[src/met_ram.sv]
// Generic single-write, single-read synchronous RAM with registered read data.
// Stands alone; no package needed.
`timescale 1ns / 1ps
module met_ram #(
   parameter int WIDTH = 8,
   parameter int DEPTH = 16
) (
   input  logic                     clock,
   input  logic                     wr_en,
   input  logic [$clog2(DEPTH)-1:0] wr_addr,
   input  logic [WIDTH-1:0]         wr_data,
   input  logic [$clog2(DEPTH)-1:0] rd_addr,
   output logic [WIDTH-1:0]         rd_data
);

   logic [WIDTH-1:0] mem [DEPTH];
   logic [WIDTH-1:0] rd_data_ff;

   always_ff @(posedge clock) begin
      if (wr_en) begin
         mem[wr_addr] <= wr_data;
      end
      rd_data_ff <= mem[rd_addr];
   end

   assign rd_data = rd_data_ff;

endmodule

[config.mk]
export PLATFORM = sky130hd
export DESIGN_NAME = met_ram
export DESIGN_NICKNAME = d
export VERILOG_FILES = /design/src/met_ram.sv
export SDC_FILE = /design/constraint.sdc
export NUM_CORES = 1
export LEC_CHECK = 0
export BUFFER_PORTS_ARGS = -buffer_cell sky130_fd_sc_hd__buf_4
export CORE_ASPECT_RATIO = 0.7
export CORE_MARGIN = 5
export CORE_UTILIZATION = 65
export CTS_CLUSTER_DIAMETER = 60
export DETAILED_ROUTE_END_ITERATION = 7
export PLACE_DENSITY_LB_ADDON = 0.05
export SKIP_LAST_GASP = 1
export SYNTH_ARGS = -nofsm -noshare
export SYNTH_HDL_FRONTEND = slang
export SYNTH_SLANG_ARGS = --single-unit
[constraint.sdc]
create_clock -name clock -period 2.5 [get_ports clock]
set_input_delay 0.25 -clock clock [delete_from_list [all_inputs] [get_ports clock]]
set_output_delay 0.25 -clock clock [all_outputs]
set_load 0.05 [all_outputs]
# Yosys cells after proc, flatten, opt, wreduce, memory -nomap -nowiden
# Memories as Yosys holds them, arrays and structs flattened. A register that Yosys moved wholly into a read port is not among the register bits.
# Index checks and enable logic that the tools add are counted.
[classes]
muxes = 2
[op_table]
columns = ["cell", "n"]
rows = [
  ["$mux W1", 2],
]
[totals]
regBits = 0
mem_bits_rw = 128
in_bits = 18
output_inout_bits = 8
mem_count = 1
[mem_list]
columns = ["memory", "depth", "width", "read_ports", "rd_ports_with_merged_regs", "wr", "line_no", "rtl"]
rows = [
  ["mem", 16, 8, 1, 1, 1, "16", "logic [WIDTH-1:0] mem [DEPTH];"],
]

# Logic depth before layout (Yosys ltp)
[logic_depth]
word_depth = 2
ltp_mapped = 5

# Least setup slack after synthesis
# Ideal clock, no wire load.
[synth_path]
path_kind = "input to register"
start = "in wr_addr[2]"
end = "mem mem[0][0] (enable)"
setup_time_ns = 0.383
arrival_time_ns = 1.360
t_required_ns = 2.117
path_slack_ns = 0.757
cell_stages = 2
n_path_buf = 0
path_cell_list = "or3b_2 nor3_1"
[synth_rtl]
columns = ["item", "line_no", "rtl"]
rows = [
  ["start: declaration", "10", "input logic [$clog2(DEPTH)-1:0] wr_addr,"],
  ["end: declaration", "16", ""],
]
# No word-level cell before the write port.

# Worst setup path in the final report
[layout_path]
start = "in wr_addr[2]"
end = "mem mem[1][4] (enable)"
# No word-level cell before the write port.

==> flow_metrics.env <==
export IMPL_status="complete, no violations"
export IMPL_fin_crit_sh_pct=61.3
export IMPL_hp_class="primary input to flip-flop"
export IMPL_cts_sinks=136
export IMPL_p_int_mw=4.06
export IMPL_max_cap_viol_count=0
export IMPL_clock_latency_ns=0.41
export IMPL_combPwrFrac_pct=5.8
export IMPL_placed_area_um2=5500
export IMPL_synthMuxAreaShare_pct=15.0
export IMPL_clk_pin_slew_ns=0.05
export IMPL_clkPwrFrac_pct=43.9
export IMPL_p_sw_share_pct=20.6
export IMPL_area_delta_synth_final_pct=17.4
export IMPL_peakVddDrop_mv=0.647
export IMPL_die_h_um=84.5
export IMPL_clock_path_buffers=2
export IMPL_fin_worst_skew_ns=0.0117
export IMPL_cp_required_ns=2.53
export IMPL_place_congestion=0.779
export IMPL_core_um2=7800
export IMPL_p_per_area_nw_per_um2=846
export IMPL_slowest_delay_ns=0.67
export IMPL_drive_gt1_share_pct=30.4
export IMPL_hold_viol_final=0
export IMPL_grt_max_degree=33
export IMPL_synth_xor_xnor_area_share_pct=0
export IMPL_ios=26
export IMPL_yosysWarnings=0
export IMPL_cp_num_buf_inv=1
export IMPL_p_switching_mw=1.05
export IMPL_end_kind="flip-flop"
export IMPL_post_place_ws_ns=0.486
export IMPL_synth_edf_count=128
export IMPL_drtIter0Drc=308
export IMPL_slew_headroom_pct=43.3
export IMPL_synth_top_family_by_area="multiplexers"
export IMPL_p_seq_share_pct=50.3
export IMPL_tritoncts="done"
export IMPL_max_freq_ghz=0.652
export IMPL_diodes=0
export IMPL_grt_pass1_wl_um=15400
export IMPL_htree_num_levels=4
export IMPL_path_class="primary input to flip-flop"
export IMPL_final_setup_worst_slack_ns=0.966
export IMPL_syn_nets=247
export IMPL_synth_adder_area_share_pct=0
export IMPL_fin_area_um2=6040
export IMPL_antenna_found_initial=0
export IMPL_rsz0062_at_grt="false"
export IMPL_synth_seq_area_share_pct=77.8
export IMPL_crit_slowest_cell="nor2_1"
export IMPL_via_per_inst=6.35
export IMPL_portBuffers=25
export IMPL_die_w_um=116
export IMPL_syn_inst=229
export IMPL_grt_ovfl_total=0
export IMPL_post_cts_resized=0
export IMPL_yosys_area_share_simple_pct=3.18
export IMPL_cts_setup_buffers=0
export IMPL_synth_compound_area_share_pct=2.33
export IMPL_postLayoutCoreUtil_pct=77.4
export IMPL_start_kind="primary input"
export IMPL_fin_setup_tns_ns=0
export IMPL_synth_area_um2=5150
export IMPL_wl_um=10300
export IMPL_syn_area_per_cell_um2=22.5
export IMPL_grt_usage_pct=23.0
export IMPL_detail_route_antenna_nets=0
export IMPL_tightest_slew_ns=0.847
export IMPL_fin_nets=298
export IMPL_drc=0
export IMPL_row_count=27
export IMPL_hold_buffers=0
export IMPL_synth_seq_cells=136
export IMPL_critPathMaxFanout=8
export IMPL_cts_root_buf="clkbuf_16"
export IMPL_maxSlewViolCount=0
export IMPL_async_flop_share_pct=0
export IMPL_crit_family="simple AND/OR/NAND/NOR gates"
export IMPL_ys_flop_type="edfxtp_1"
export IMPL_fp_dieArea_um2=9830
export IMPL_wire_per_inst_um=26.1
export IMPL_drtPass1Iterations=4
export IMPL_setup_viol=0
export IMPL_synth_cell_type_count=19
export IMPL_critPathArrivalTime_ns=1.56
export IMPL_min_period_ns=1.53
export IMPL_cts_buffers=17
export IMPL_dr_total_vias=2502
export IMPL_dp_hpwl_um=6260
export IMPL_grt_pass1_vias=2439
export IMPL_start_util_pct=66.0
export IMPL_p_leak_nw=2.08
export IMPL_crit_chain="buf_4 -> or3b_2 -> nor2_1"
[cell families (layout without fill, tap and decap cells)]
group	count (synthesis)	count (layout)
AND/OR/NAND/NOR	35	35
AO/OA/AOI/OAI	16	16
flip-flops	136	136
multiplexers	32	32
buffers and inverters	10	74
[sequential cells by signal (all words and copies together) (netlist names)]
signal   flops
mem        128
rd_data      8
[placed cells by master (no fill, tap or decap)]
cell / count
or3b_2: 1
bufinv_16: 1
clkinv_1: 2
dfxtp_1: 8
nor2_1: 13
clkbuf_8: 2
mux4_2: 18
buf_4: 42
a22oi_1: 16
and2b_1: 1
nand3_1: 1
nor2b_1: 1
edfxtp_1: 128
nor3_1: 4
clkinvlp_4: 1
clkinv_2: 7
clkbuf_1: 2
mux4_1: 14
nand2_1: 9
clkbuf_16: 17
nand2b_1: 2
nand3b_1: 2
and2_1: 1
[power by group through the flow]
stage / combinational, mW / clock (mW) / sequential, mW
final: 0.298 / 2.24 / 2.57
after floorplan: 0.129 / 0 / 2.66
after global placement: 0.294 / 0 / 2.61
after CTS: 0.300 / 2.28 / 2.57
after global routing: 0.315 / 2.39 / 2.57
after detailed placement: 0.299 / 0 / 2.62
[path summary, 6_finish.rpt]
kind,startpoint,end,slack (ns),cells after the start
worst min-delay path,wr_data[4],mem[5][4]$_DFFE_PP_,0.15,1
worst max-delay path,wr_addr[2],mem[1][4]$_DFFE_PP_,0.97,3
worst max register to register,mem[9][5]$_DFFE_PP_,rd_data[5]$_DFF_P_,1.09,3
worst min register to register,mem[12][7]$_DFFE_PP_,rd_data[7]$_DFF_P_,0.67,3
[layer usage]
metal	vias to the layer above	global-route usage [%]	routed length, µm
li1	1079	-	-
met1	1282	35.8	4600
met2	130	32.5	4710
met3	11	6.48	862
met4	0	6.64	97
met5	-	0	0
[area by class of cell]
| cell class | instances | area [µm²] |
|---|---|---|
| sequential | 136 | 4000 |
| fill | 405 | 1760 |
| multi-input combinational | 83 | 1060 |
| clock buffer | 21 | 460 |
| timing repair buffer | 42 | 315 |
| tap | 101 | 126 |
| clock inverter | 11 | 80.1 |
[cell usage after synthesis (2+ instances only)]
| cell | n | area share (%) |
|---|---|---|
| buf_6 | 3 | 0.66 |
| nor3_1 | 4 | 0.39 |
| mux4_1 | 14 | 7.1 |
| clkdlybuf4s25_2 | 3 | 0.58 |
| buf_2 | 3 | 0.29 |
| nand2b_1 | 2 | 0.24 |
| edfxtp_1 | 128 | 75 |
| mux4_2 | 18 | 7.9 |
| nand3b_1 | 2 | 0.29 |
| a22oi_1 | 16 | 2.3 |
| nand2_1 | 9 | 0.66 |
| dfxtp_1 | 8 | 3.1 |
| nor2_1 | 13 | 0.95 |
[stage by stage]
stage          std cells  power, mW  hold WS (ns)
6_report             394       5.11         0.148
5_1_grt              394       5.28         0.154
4_1_cts              394       5.15         0.127
3_5_place_dp         362       2.91         0.566
3_3_place_gp         362       2.91         0.552
2_1_floorplan        229       2.79         0.349
(Power assumes the default switching activity.)
